<file path="config.mk">
export PLATFORM = sky130hd
export DESIGN_NAME = netstring_stream_deframer
export DESIGN_NICKNAME = d
export VERILOG_FILES = /design/src/rtl/core/nsd_pkg.sv /design/src/rtl/core/netstring_stream_deframer.sv /design/src/rtl/core/nsd_step.sv /design/src/rtl/core/nsd_out_stage.sv
export SDC_FILE = /design/constraint.sdc
export NUM_CORES = 1
export LEC_CHECK = 0
export BUFFER_PORTS_ARGS = -buffer_cell sky130_fd_sc_hd__buf_2
export CAP_MARGIN = 20
export CELL_PAD_IN_SITES_DETAIL_PLACEMENT = 1
export CELL_PAD_IN_SITES_GLOBAL_PLACEMENT = 1
export CORE_MARGIN = 4
export CORE_UTILIZATION = 43
export DETAILED_ROUTE_END_ITERATION = 10
export PLACE_DENSITY_LB_ADDON = 0.1
export SLEW_MARGIN = 20
export SYNTH_ARGS = -nofsm -noshare
export SYNTH_HDL_FRONTEND = slang
export SYNTH_SLANG_ARGS = --single-unit
</file>
<file path="constraint.sdc">
create_clock -name aclk -period 12.2 [get_ports aclk]
set_input_delay 1.83 -clock aclk [delete_from_list [all_inputs] [get_ports aclk]]
set_output_delay 1.83 -clock aclk [all_outputs]
set_load 0.005 [all_outputs]
</file>
<file path="src/rtl/core/nsd_pkg.sv">
package nsd_pkg;

    localparam int LENGTH_BITS_DEFAULT = 17;
    localparam int MAX_LEN_W           = 17;   // register and output length width
    localparam int BYTE_W              = 8;
    localparam int KIND_W              = 2;
    localparam int CMP_W               = 36;   // holds length*10+9 for length widths up to 32
    localparam int TDATA_W             = 32;   // data_byte + frame_length, byte padded

    localparam logic [MAX_LEN_W-1:0] HARD_LIMIT = 17'd100000;

    localparam logic [BYTE_W-1:0] CHAR_COLON = 8'h3A;
    localparam logic [BYTE_W-1:0] CHAR_COMMA = 8'h2C;
    localparam logic [BYTE_W-1:0] CHAR_ZERO  = 8'h30;
    localparam logic [BYTE_W-1:0] CHAR_NINE  = 8'h39;

    localparam logic [KIND_W-1:0] KIND_DATA  = 2'd0;
    localparam logic [KIND_W-1:0] KIND_DONE  = 2'd1;
    localparam logic [KIND_W-1:0] KIND_ERROR = 2'd2;

    typedef enum logic [1:0] {
        PH_LENGTH  = 2'd0,
        PH_PAYLOAD = 2'd1,
        PH_COMMA   = 2'd2
    } phase_t;

    typedef struct packed {
        logic                 valid;
        logic [KIND_W-1:0]    kind;
        logic [BYTE_W-1:0]    data_byte;
        logic [MAX_LEN_W-1:0] frame_length;
    } result_t;

endpackage

</file>
<file path="src/rtl/core/netstring_stream_deframer.sv">
// channel  | dir | tdata (low bit up)                     | tuser
// ---------+-----+----------------------------------------+------------
// s_       | in  | [7:0] in_byte                          | -
// m_       | out | [7:0] data_byte, [24:8] frame_length   | [1:0] kind
// cfg_     | in  | cfg_wdata[16:0] max_length, on cfg_we  | -
//
// one byte per cycle while m_ drains: each input transaction is decoded in a single pass from the
// phase/length registers into the output register, so s_tready stays high unless m_tready stalls it
// timing: the output is registered; a result appears on m_ in the cycle after the byte that causes it
// reset: aresetn low at a clock edge returns to the length phase, empties the
// output register and reloads max_length with 100000
// stalls: input is taken while the output register is empty or being drained;
// a held m_ transaction stays stable until m_tready
module netstring_stream_deframer import nsd_pkg::*; #(
    parameter int LENGTH_BITS = LENGTH_BITS_DEFAULT
) (
    input  logic                 aclk,
    input  logic                 aresetn,
    // config write, no read-back
    input  logic                 cfg_we,
    input  logic [MAX_LEN_W-1:0] cfg_wdata,   // [16:0] max_length
    // byte stream in
    input  logic                 s_tvalid,
    output logic                 s_tready,
    input  logic [BYTE_W-1:0]    s_tdata,     // [7:0] in_byte
    // decoded stream out
    output logic                 m_tvalid,
    input  logic                 m_tready,
    output logic [TDATA_W-1:0]   m_tdata,     // [7:0] data_byte, [24:8] frame_length
    output logic [KIND_W-1:0]    m_tuser      // [1:0] kind
);

    // deframer state
    phase_t                 phase_reg;
    phase_t                 phase_next;
    logic [LENGTH_BITS-1:0] accum_reg;
    logic [LENGTH_BITS-1:0] accum_next;
    logic [LENGTH_BITS-1:0] left_reg;
    logic [LENGTH_BITS-1:0] left_next;
    logic [MAX_LEN_W-1:0]   max_length_reg;

    result_t result;
    logic    room;
    logic    accept;

    // a byte is taken whenever the output register can hold whatever it yields
    assign s_tready = room;
    assign accept   = s_tvalid && s_tready;

    // single-pass decode of one byte against current state
    nsd_step #(
        .LENGTH_BITS(LENGTH_BITS)
    ) u_step (
        .phase      (phase_reg),
        .accum      (accum_reg),
        .left       (left_reg),
        .max_length (max_length_reg),
        .in_byte    (s_tdata),
        .phase_next (phase_next),
        .accum_next (accum_next),
        .left_next  (left_next),
        .result     (result)
    );

    // state only advances on an accepted transaction
    always_ff @(posedge aclk) begin
        if (!aresetn) begin
            phase_reg <= PH_LENGTH;
            accum_reg <= '0;
            left_reg  <= '0;
        end else if (accept) begin
            phase_reg <= phase_next;
            accum_reg <= accum_next;
            left_reg  <= left_next;
        end
    end

    // length limit register
    always_ff @(posedge aclk) begin
        if (!aresetn) begin
            max_length_reg <= HARD_LIMIT;
        end else if (cfg_we) begin
            max_length_reg <= cfg_wdata;
        end
    end

    // output register; bytes with no result (digits, colon) load nothing
    nsd_out_stage u_out (
        .aclk     (aclk),
        .aresetn  (aresetn),
        .load     (accept && result.valid),
        .result   (result),
        .room     (room),
        .m_tvalid (m_tvalid),
        .m_tready (m_tready),
        .m_tdata  (m_tdata),
        .m_tuser  (m_tuser)
    );

endmodule

</file>
<file path="src/rtl/core/nsd_step.sv">
module nsd_step import nsd_pkg::*; #(
    parameter int LENGTH_BITS = LENGTH_BITS_DEFAULT
) (
    input  phase_t                 phase,
    input  logic [LENGTH_BITS-1:0] accum,
    input  logic [LENGTH_BITS-1:0] left,
    input  logic [MAX_LEN_W-1:0]   max_length,
    input  logic [BYTE_W-1:0]      in_byte,
    output phase_t                 phase_next,
    output logic [LENGTH_BITS-1:0] accum_next,
    output logic [LENGTH_BITS-1:0] left_next,
    output result_t                result
);

    localparam logic [CMP_W-1:0] LEN_MASK = (CMP_W'(1) << LENGTH_BITS) - CMP_W'(1);

    logic [CMP_W-1:0]       accum_ext;
    logic [CMP_W-1:0]       times_ten;
    logic [CMP_W-1:0]       grown;
    logic [BYTE_W-1:0]      digit;
    logic                   is_digit;
    logic                   too_long;
    logic [LENGTH_BITS-1:0] left_dec;

    assign accum_ext = CMP_W'(accum);
    assign times_ten = (accum_ext << 3) + (accum_ext << 1);
    assign digit     = in_byte - CHAR_ZERO;
    assign grown     = times_ten + CMP_W'(digit);
    assign is_digit  = (in_byte >= CHAR_ZERO) && (in_byte <= CHAR_NINE);
    assign too_long  = (grown > CMP_W'(HARD_LIMIT)) || (grown > CMP_W'(max_length))
                       || (grown > LEN_MASK);
    assign left_dec  = left - LENGTH_BITS'(1);

    always_comb begin
        phase_next = phase;
        accum_next = accum;
        left_next  = left;
        result     = '0;
        unique case (phase)
            PH_PAYLOAD: begin
                left_next        = left_dec;
                if (left_dec == '0) begin
                    phase_next = PH_COMMA;
                end
                result.valid     = 1'b1;
                result.kind      = KIND_DATA;
                result.data_byte = in_byte;
            end
            PH_COMMA: begin
                phase_next   = PH_LENGTH;
                accum_next   = '0;
                left_next    = '0;
                result.valid = 1'b1;
                if (in_byte == CHAR_COMMA) begin
                    result.kind         = KIND_DONE;
                    result.frame_length = MAX_LEN_W'(accum);
                end else begin
                    result.kind = KIND_ERROR;
                end
            end
            default: begin
                // length digits; the unused phase code behaves the same
                if (in_byte == CHAR_COLON) begin
                    left_next  = accum;
                    phase_next = (accum == '0) ? PH_COMMA : PH_PAYLOAD;
                end else if (!is_digit || too_long) begin
                    phase_next   = PH_LENGTH;
                    accum_next   = '0;
                    left_next    = '0;
                    result.valid = 1'b1;
                    result.kind  = KIND_ERROR;
                end else begin
                    accum_next = LENGTH_BITS'(grown);
                    phase_next = PH_LENGTH;
                end
            end
        endcase
    end

endmodule

</file>
<file path="src/rtl/core/nsd_out_stage.sv">
module nsd_out_stage import nsd_pkg::*; (
    input  logic                  aclk,
    input  logic                  aresetn,
    input  logic                  load,
    input  result_t               result,
    output logic                  room,
    output logic                  m_tvalid,
    input  logic                  m_tready,
    output logic [TDATA_W-1:0]    m_tdata,
    output logic [KIND_W-1:0]     m_tuser
);

    localparam int PAD_W = TDATA_W - BYTE_W - MAX_LEN_W;

    logic                 valid_reg;
    logic                 valid_next;
    logic [KIND_W-1:0]    kind_reg;
    logic [BYTE_W-1:0]    data_reg;
    logic [MAX_LEN_W-1:0] len_reg;

    // free when empty or when the held transaction leaves this cycle
    assign room = !valid_reg || m_tready;

    always_comb begin
        valid_next = valid_reg;
        if (load) begin
            valid_next = 1'b1;
        end else if (m_tready) begin
            valid_next = 1'b0;
        end
    end

    always_ff @(posedge aclk) begin
        if (!aresetn) begin
            valid_reg <= 1'b0;
        end else begin
            valid_reg <= valid_next;
        end
    end

    always_ff @(posedge aclk) begin
        if (load) begin
            kind_reg <= result.kind;
            data_reg <= result.data_byte;
            len_reg  <= result.frame_length;
        end
    end

    assign m_tvalid = valid_reg;
    assign m_tuser  = kind_reg;
    assign m_tdata  = {{PAD_W{1'b0}}, len_reg, data_reg};

endmodule

</file>
Yosys cells after proc, flatten, opt, wreduce, memory -nomap -nowiden
Cells that the tools add are included.

cells by class
  eq/ne operators = 6
  multiplexer cells = 16
  divide/modulo/power cells = 0
  shift-type cells = 0
  add/sub/neg operators = 4
  bitwise gates (word level) = 1
  multipliers = 0
  reductions and logical operators = 17
  order comparisons = 5

operators by type and width
  operator               number
  $gt 36x17->1 const B   2
  $mux 17                4
  $pmux 17 s2            2
  $add 36x8->36          1
  $gt 36x17->1           1
  $logic_not 17->1       2
  $add 20x18->21         1
  $sub 17x1->17 const B  1
  $eq 8x6->1 const B     2
  $ge 8x6->1 const B     1
  $le 8x6->1 const B     1
  $mux 2                 4
  $sub 8x6->8 const B    1
  $mux 3                 2
  $pmux 3 s2             1
  $reduce_and 2->1       3
  $logic_or 1x1->1       4
  $pmux 2 s2             1
  $reduce_bool 4->1      1
  $logic_and 1x1->1      3
  $reduce_and 3->1       1
  $eq 2x1->1 const B     1
  $eq 2x2->1 const B     1
  $logic_not 1->1        2
  other kinds (5)        6

storage, ports and cells
  ROM bits = 0
  latch bits = 0
  memory bits (writable) = 0
  bits in registers = 81
  output and inout bits = 36
  bits of input ports = 30
  memories = 0

Longest topological paths before layout
Gate-level depths: netlist of run 1.

  depth in word-level cells = 11
  gate-level depth with buffers = 26
  gate-level depth less buffers = 25

Cells and area by module
A second synthesis of run 1 with hierarchy kept.

unflattened totals
  cell total of the unflattened synthesis = 710
  area total of the unflattened synthesis = 6218.5 um2

modules (own cells, without submodules)
  module                     sequential area each (um2)  area an instance (um2)  times used  cells an instance
  nsd_step                   0.0                         3099.2                  1           450
  netstring_stream_deframer  1061.0                      2203.4                  1           221
  nsd_out_stage              830.8                       915.9                   1           39

Least setup slack after synthesis of run 1
OpenSTA, ideal clock, no wires.

  path kind = input port to flip-flop
  start point = input s_tdata[4]
  end point = register u_out.data_reg[0], enable pin
  arrival = 7.006 ns
  data required time = 11.755 ns
  stages on the path = 18
  library setup time = 0.445 ns
  path slack = 4.749 ns
  path buffers = 0
  cell sequence = ha_1 xnor2_1 ha_1 or4_1 o22ai_2 nand2b_1 inv_1 nand2_1 xnor2_1 ha_1 nand3_1 nor3_1 a221oi_1 o21ai_0 maj3_2 a221oi_4 o311a_1 nor3_1

on the way
  cells in the longest elaborated chain, start to end = 10
  elaborated cells between the ends (all ways) = 17
  those cells by class = add/sub (2); order compare (5); eq/ne (1); mux (3); reduce/logical (6)

RTL lines
  element               line                             RTL
  start, declared       netstring_stream_deframer.sv:25  input logic [BYTE_W-1:0] s_tdata,
  $sub 8x6->8           nsd_step.sv:27                   assign digit = in_byte - CHAR_ZERO;
  $add 36x8->36         nsd_step.sv:28                   assign grown = times_ten + CMP_W'(digit);
  $gt 36x17->1          nsd_step.sv:30                   assign too_long = (grown > CMP_W'(HARD_LIMIT)) || (grown > CMP_W'(max_length))
  $logic_or 1x1->1      nsd_step.sv:30
  $logic_or 1x1->1      nsd_step.sv:31                   || (grown > LEN_MASK);
  $logic_or 1x1->1      nsd_step.sv:66                   end else if (!is_digit || too_long) begin
  $mux 3                nsd_step.sv:66
  $mux 3 *              nsd_step.sv:63                   if (in_byte == CHAR_COLON) begin
  $pmux 3 s2 *          nsd_step.sv:39                   unique case (phase)
  $logic_and 1x1->1 *   netstring_stream_deframer.sv:91  .load (accept && result.valid),
  net u_out.load        nsd_out_stage.sv:4               input logic load,
  end signal, assigned  nsd_out_stage.sv:44              data_reg <= result.data_byte;
  end, declared         nsd_out_stage.sv:18              logic [BYTE_W-1:0] data_reg;

Mark *: on every way through the listed nets, which the timed path passes. The rest lies on a longest branch.
A chain may end at the register's enable or synchronous reset.

Worst setup path after layout of run 1
  start point = input s_tdata[4]
  end point = register left_reg[3]

on the way
  cells in the longest elaborated chain, start to end = 8
  elaborated cells between the ends (all ways) = 17
  those cells by class = add/sub (2); order compare (5); eq/ne (1); mux (2); reduce/logical (7)

RTL lines
  element                      line                             RTL
  $sub 8x6->8                  nsd_step.sv:27
  $add 36x8->36                nsd_step.sv:28
  $gt 36x17->1                 nsd_step.sv:30
  $logic_or 1x1->1             nsd_step.sv:30
  $logic_or 1x1->1             nsd_step.sv:31
  $logic_or 1x1->1             nsd_step.sv:66
  $reduce_bool 4->1 (no line)  n/a
  $reduce_and 2->1 (no line)   n/a
  end signal, assigned         netstring_stream_deframer.sv:74  left_reg <= left_next;
  end, declared                netstring_stream_deframer.sv:38  logic [LENGTH_BITS-1:0] left_reg;

Parallel ways exist; a longest one is shown, timed or not.

==> impl_metrics.ini, run 1 <==
[layout]
design_area_mm2 = 0.00650
final_common_cell = buf_2
layoutNonFillerInstCount = 872
mostFrequentLayoutCells = buf_2, dfxtp_1, nor2_1, ha_1, nand2_1
drive_gt1_share_pct = 15.4
fin_nets = 766
nFillCells = 1564
utilization_pct = 49.3
synthToLayoutAreaGrowth_pct = 12.7
n_antenna_cell = 0

[global_routing]
grtUsageMet1_pct = 28.3
grtUsageTotal_pct = 23.4
met2_usage_pct = 42.0
met3_usage_pct = 4.09
overflow = 0
top_usage_layer = met2
grt_pass1_wl_mm = 27.6
antenna_found_initial = 0
grt_pass1_vias = 5234
grt_max_degree = 28

[critical_path]
start_kind = primary input
crit_fanout = 13
worstReg2RegEnd = left_reg[3]
r2r_start = accum_reg[2]
ff2ff_setup_slack_ps = 5760
critPathSlowestCell = nor2_1
cp_num_buf_inv = 2
path_class = primary input to flop
worstPathArrival_ps = 6800
crit_path_end_kind = flop
rr_worst_depth = 24
cp_cell_sequence = buf_2, ha_1, xnor2_1, ha_1, or4_1, o22ai_2, nand2b_1, inv_1, nand2_1, xnor2_1, ha_1, nand3_1, nor3_1, a221oi_1, o21ai_0, maj3_2, a221oi_4, o311a_1, nor2_1, a211oi_1
crit_required_ps = 12370
path_delay_family = simple AND/OR/NAND/NOR gates
timing.critical_path.mode_cell = ha_1
crit_path_max_incr_delay_ps = 840

[floorplanning]
die_width_um = 124
die-area_mm2 = 0.0153
coreArea_mm2 = 0.0132
io_pins = 66
die-height_um = 124
fp-row-count = 42
initial_core_util_pct = 43.7

[timing]
skew_ps = 6.88
period_needed_ps = 6630
setup_ws_ps = 5570
setup_tns_ps = 0
rsz0062_at_grt = false
tightestPinTransition_ps = 1090
final_max_slew_viol_count = 0
max_slew_margin_pct = 27.1
finalHoldViolCount = 0
setup_violations = 0
max_freq_ghz = 0.151
holdWs_ps = 482
fin_crit_sh_pct = 54.3

[synth]
syn-cell-area_mm2 = 0.00576
synth-edff-count = 27
syn_area_per_cell_um2 = 9.02
ys_seq_area_share_pct = 32.8
async_flop_share_pct = 0
ys_types = 86
ys_warn_count = 0
synthCells = 639
yosys_most_used_dff = dfxtp_1
ys_seq_elements = 81

[power_and_ir_drop]
ir_drop_mv = 0.0658
seqPwrFrac_pct = 44.6
clkPwrFrac_pct = 41.3
p_int_uw = 485
p_per_area_mw_per_mm2 = 102
p_leak_nw = 2.96
p_total_uw = 664
p_sw_uw = 180
combPwrFrac_pct = 14.1
swShare_pct = 27.0

[cts]
postCtsHoldBufs = 0
root_buffer = clkbuf_16
clk_path_buf_depth = 2
clk_pin_slew_worst_paths_ps = 60
cts_tree = done
cts_buffers = 9
clock-sinks = 81
cts_resized = 0
postCtsSetupBuffers = 0
clk_latency_ps = 340
htreeDepth = 3

[place]
place_congestion = 0.895
hpwl_mm = 13.4
pre_cts_ws_ps = 5240
placed_cell_area_mm2 = 0.00620
dp_cells = 856
port_buffers = 58

[status]
status = finished, final reports clean

[detailed_routing]
routed_via_density = 5.86
ant_nets = 0
wl_mm = 17.5
vias = 5112
drt_iter0_drc = 216
drt-wirelength-per-cell_um = 20.1
drc_errors = 0
dr.pass1.iters = 4

[run]
maxCapViolCount = 0

[min_path]
hold_path_end = phase_reg[0]
hp-class = flop to flop
whs_path_depth = 2
hold_path_startpoint = phase_reg[0]
cell families after synthesis:
kind of cell / synth area share [%]
xor gates and xnor gates: 5.71
adders and majority gates: 10.2
AOI/OAI and AO/OA: 24.0
other: 0.0651
buffers and inverters: 4.99
muxes: 1.91
and+or+nand+nor: 20.3
DFF: 32.8
worst min-delay path: stages (launching register included):
cell,delay [ps]
dfxtp_1,330
nand2_1,60
a21oi_1,50
power groups by stage:
stage                     clock network, mW  registers (mW)  logic, mW
final                                 0.275           0.296     0.0936
after global routing                  0.290           0.297      0.105
after CTS                             0.278           0.296     0.0940
after detailed placement                  0           0.302     0.0932
after global placement                    0           0.302     0.0899
after floorplan                           0           0.301     0.0631
worst max-delay path by stage:
stage                     from                 to  slack [ps]  cells after the start
finish              s_tdata[4]        left_reg[3]        5570                     20
global route        s_tdata[4]        left_reg[3]        5190                     20
CTS                 s_tdata[4]        left_reg[3]        5600                     20
detailed placement  s_tdata[4]        left_reg[3]        5240                     20
global placement    s_tdata[4]       accum_reg[9]        5510                     20
floorplan           s_tdata[4]  u_out.data_reg[0]        4750                     18
per-layer routing:
layer,vias up,wire length (um)
li1,2482,-
met1,2512,7510
met2,89,8990
met3,29,616
met4,0,409
met5,-,0
cell usage after synthesis (8+ instances only):
| master | n | share of area [%] |
|---|---|---|
| clkbuf_1 | 15 | 0.98 |
| ha_1 | 43 | 9.3 |
| a22oi_1 | 10 | 1.3 |
| inv_1 | 35 | 2.3 |
| a21o_1 | 10 | 1.3 |
| o21ai_0 | 27 | 2.3 |
| nand3_1 | 10 | 0.87 |
| o21a_1 | 8 | 1.0 |
| and3_1 | 22 | 2.4 |
| a21oi_1 | 34 | 3.0 |
| nor2_1 | 54 | 3.5 |
| o211ai_1 | 11 | 1.4 |
| a211oi_1 | 15 | 2.0 |
| nor4_1 | 8 | 0.87 |
| nand2_1 | 39 | 2.5 |
| xor2_1 | 10 | 1.5 |
| dfxtp_1 | 54 | 19 |
| a22o_1 | 20 | 3.0 |
| nand2b_1 | 8 | 0.87 |
| xnor2_1 | 20 | 3.0 |
| and2_1 | 11 | 1.2 |
| edfxtp_1 | 27 | 14 |
| nor3_1 | 14 | 1.2 |
| mux2i_1 | 11 | 1.9 |
area by class of cell:
cell class / count / area [um^2] / area share [%]
Tap cell: 176 / 220 / 3.39
Clock inverter: 6 / 67.6 / 1.04
Inverter: 37 / 139 / 2.14
Multi-Input combinational cell: 499 / 3620 / 55.7
Sequential cell: 81 / 1890 / 29.1
Clock buffer: 10 / 229 / 3.52
Timing Repair Buffer: 63 / 328 / 5.05
Power figures use the tool's default switching activity.
==> inputs of run 2 (changes only) <==
--- a/config.mk
+++ b/config.mk
@@ -5,12 +5,13 @@
 export SDC_FILE = /design/constraint.sdc
 export NUM_CORES = 1
 export LEC_CHECK = 0
+export ABC_AREA = 1
 export BUFFER_PORTS_ARGS = -buffer_cell sky130_fd_sc_hd__buf_2
 export CAP_MARGIN = 20
 export CELL_PAD_IN_SITES_DETAIL_PLACEMENT = 1
 export CELL_PAD_IN_SITES_GLOBAL_PLACEMENT = 1
 export CORE_MARGIN = 4
-export CORE_UTILIZATION = 43
+export CORE_UTILIZATION = 39
 export DETAILED_ROUTE_END_ITERATION = 10
 export PLACE_DENSITY_LB_ADDON = 0.1
 export SLEW_MARGIN = 20
==> constraint.sdc (replaced) <==
create_clock -name aclk -period 5.3 [get_ports aclk]
set_input_delay 0.795 -clock aclk [delete_from_list [all_inputs] [get_ports aclk]]
set_output_delay 0.795 -clock aclk [all_outputs]
set_load 0.005 [all_outputs]
==> run 2 against run 1 <==
Against the previous run:
- first-iteration DRC count increased by 33%
- global-route usage decreased by 2.2 points
- critical path depth increased by 11
- synthesized area increased by 3.3%
- largest power group unchanged
==> impl_metrics.ini, run 2 <==
[status]
status = finished, final reports clean

[cts]
clk_pin_slew_worst_paths_ps = 60
clk_path_buf_depth = 2
htreeDepth = 3
root_buffer = clkbuf_16
cts_tree = done
cts_buffers = 9
clock-sinks = 81
clk_latency_ps = 350

[synth]
synth-edff-count = 27
syn-cell-area_mm2 = 0.00595
yosys-top-cells-count = nand2_1, inv_1, nor2_1
synth_most_common_cell = nand2_1
syn_area_per_cell_um2 = 7.16
ys_types = 46
ys_seq_elements = 81
synthCells = 832
ys_seq_area_share_pct = 31.8
async_flop_share_pct = 0
synth_area_leaders = dfxtp_1, edfxtp_1, nand2_1
synth_top_area_share_pct = 18.2
yosys_most_used_dff = dfxtp_1
ys_warn_count = 0
yosysTopAreaCell = dfxtp_1

[power_and_ir_drop]
p_leak_nw = 3.19
ir_drop_mv = 0.175
p_per_area_mw_per_mm2 = 236

[global_routing]
grt_max_degree = 37
grtUsageTotal_pct = 21.2
antenna_found_initial = 0
grt_pass1_wl_mm = 30.0
overflow = 0
grt_pass1_vias = 5978

[critical_path]
worstPathArrival_ps = 4970
timing.critical_path.mode_cell = nand2_1
crit_path_max_incr_delay_ps = 410
path_class = flop to flop
critPathSlowestCell = fa_1
crit_fanout = 13
crit_required_ps = 5370
crit_path_end_kind = flop
start_kind = flop

[layout]
final_common_cell = nand2_1
drive_gt1_share_pct = 16.1
synthToLayoutAreaGrowth_pct = 13.6
n_antenna_cell = 0
multiInputGateArea_mm2 = 0.00349
fin_nets = 962
mostFrequentLayoutCells = nand2_1, inv_1, nor2_1, a21oi_1, buf_2
design_area_mm2 = 0.00676
nFillCells = 1890
layoutNonFillerInstCount = 1076
seq_area_mm2 = 0.00190
utilization_pct = 45.8

[floorplanning]
initial_core_util_pct = 40.3
die_width_um = 132
io_pins = 66
fp-row-count = 44
coreArea_mm2 = 0.0148
die-area_mm2 = 0.0173
die-height_um = 132

[min_path]
hp-class = flop to flop

[place]
dp_cells = 1057
hpwl_mm = 14.1
pre_cts_ws_ps = -6.11
place_congestion = 0.854
placed_cell_area_mm2 = 0.00637
port_buffers = 58

[detailed_routing]
drc_errors = 0
routed_via_density = 5.22
dr.pass1.iters = 4
drt_iter0_drc = 287
ant_nets = 0
vias = 5622
drt-wirelength-per-cell_um = 17.0
wl_mm = 18.3

[timing]
setup_ws_ps = 398
fin_crit_sh_pct = 92.5
max_slew_margin_pct = 31.8
rsz0062_at_grt = false
max_freq_ghz = 0.204
final_max_slew_viol_count = 0
setup_violations = 0
period_needed_ps = 4900
skew_ps = 5.89
tightestPinTransition_ps = 1020
finalHoldViolCount = 0

[run]
maxCapViolCount = 0
-- run 2: cell types whose count changed after synthesis, sizes merged, moves of 12 or more --
cell,change
a22o,-20
nand3b,+12
a21oi,+37
xnor2,-12
nand3,+35
a211oi,-12
nor2,+43
inv,+85
xor2,+13
nand2,+164
and2,-12
and3,-22
-- run 2: through the flow --
step / total power [mW] / hold slack (ps) / TNS, ps
final: 1.59 / 470 / 0
after global placement: 0.941 / 459 / 0
after CTS: 1.60 / 475 / 0
after detailed placement: 0.952 / 462 / -137
after global routing: 1.67 / 503 / 0
after floorplan: 0.872 / 440 / 0
-- run 2: layout make-up --
| type | instances | area share [%] |
|---|---|---|
| Clock buffer | 11 | 3.59 |
| Inverter | 123 | 6.83 |
| Timing Repair Buffer | 65 | 5.75 |
| Sequential cell | 81 | 28.0 |
| Tap cell | 184 | 3.40 |
| Clock inverter | 5 | 0.833 |
| Multi-Input combinational cell | 607 | 51.6 |
-- run 2: per-layer routing --
metal | vias to the layer above | track usage [%] | share of wire (%)
met5 | - | 0 | 0
met4 | 0 | 5.31 | 1.4
met3 | 16 | 4.17 | 3.7
met2 | 96 | 38.5 | 51
met1 | 2711 | 25.7 | 44
li1 | 2799 | - | -
-- run 2: final timing paths --
kind / start / slack, ps / to / cells past startpoint
setup / recovery: accum_reg[2] / 400 / u_out.len_reg[4] / 31
setup reg to reg: accum_reg[2] / 400 / u_out.len_reg[4] / 31
hold reg to reg: max_length_reg[11] / 470 / max_length_reg[11] / 2
hold / removal: max_length_reg[11] / 470 / max_length_reg[11] / 2
-- run 2: cells by family after synthesis --
kind of cell | Yosys count | share of synthesized area, %
buf+inv | 150 | 10.3
other cells | 1 | 0.0630
xor+xnor | 33 | 5.30
compound gates | 123 | 12.0
flops | 81 | 31.8
fa+ha+maj | 45 | 9.71
simple gates | 399 | 30.8
-- run 2: worst max-delay path: cells and delay by family, from the launching register on --
family | cells | cell delay, ps
fa+ha+maj | 4 | 1230
buf+inv | 8 | 980
simple gates | 15 | 1390
compound gates | 2 | 330
flops | 1 | 380
xor+xnor | 2 | 300
-- run 2: power breakdown --
part | internal [mW] | leakage (nW) | switching [mW] | total, mW
clock network | 0.376 | 0.135 | 0.270 | 0.647
logic | 0.0923 | 2.34 | 0.163 | 0.255
registers | 0.674 | 0.717 | 0.0184 | 0.693
total | 1.14 | 3.19 | 0.452 | 1.59
-- run 2: timing repair --
action | 4_1_cts | 5_1_grt
gates cloned | 0 | 1
pin swaps | 0 | 4
setup endpoints to repair | 27 | 58
hold buffers | 0 | 0
resized for setup | 1 | 11
hold endpoints to repair | 0 | 0
buffers inserted | 0 | 2
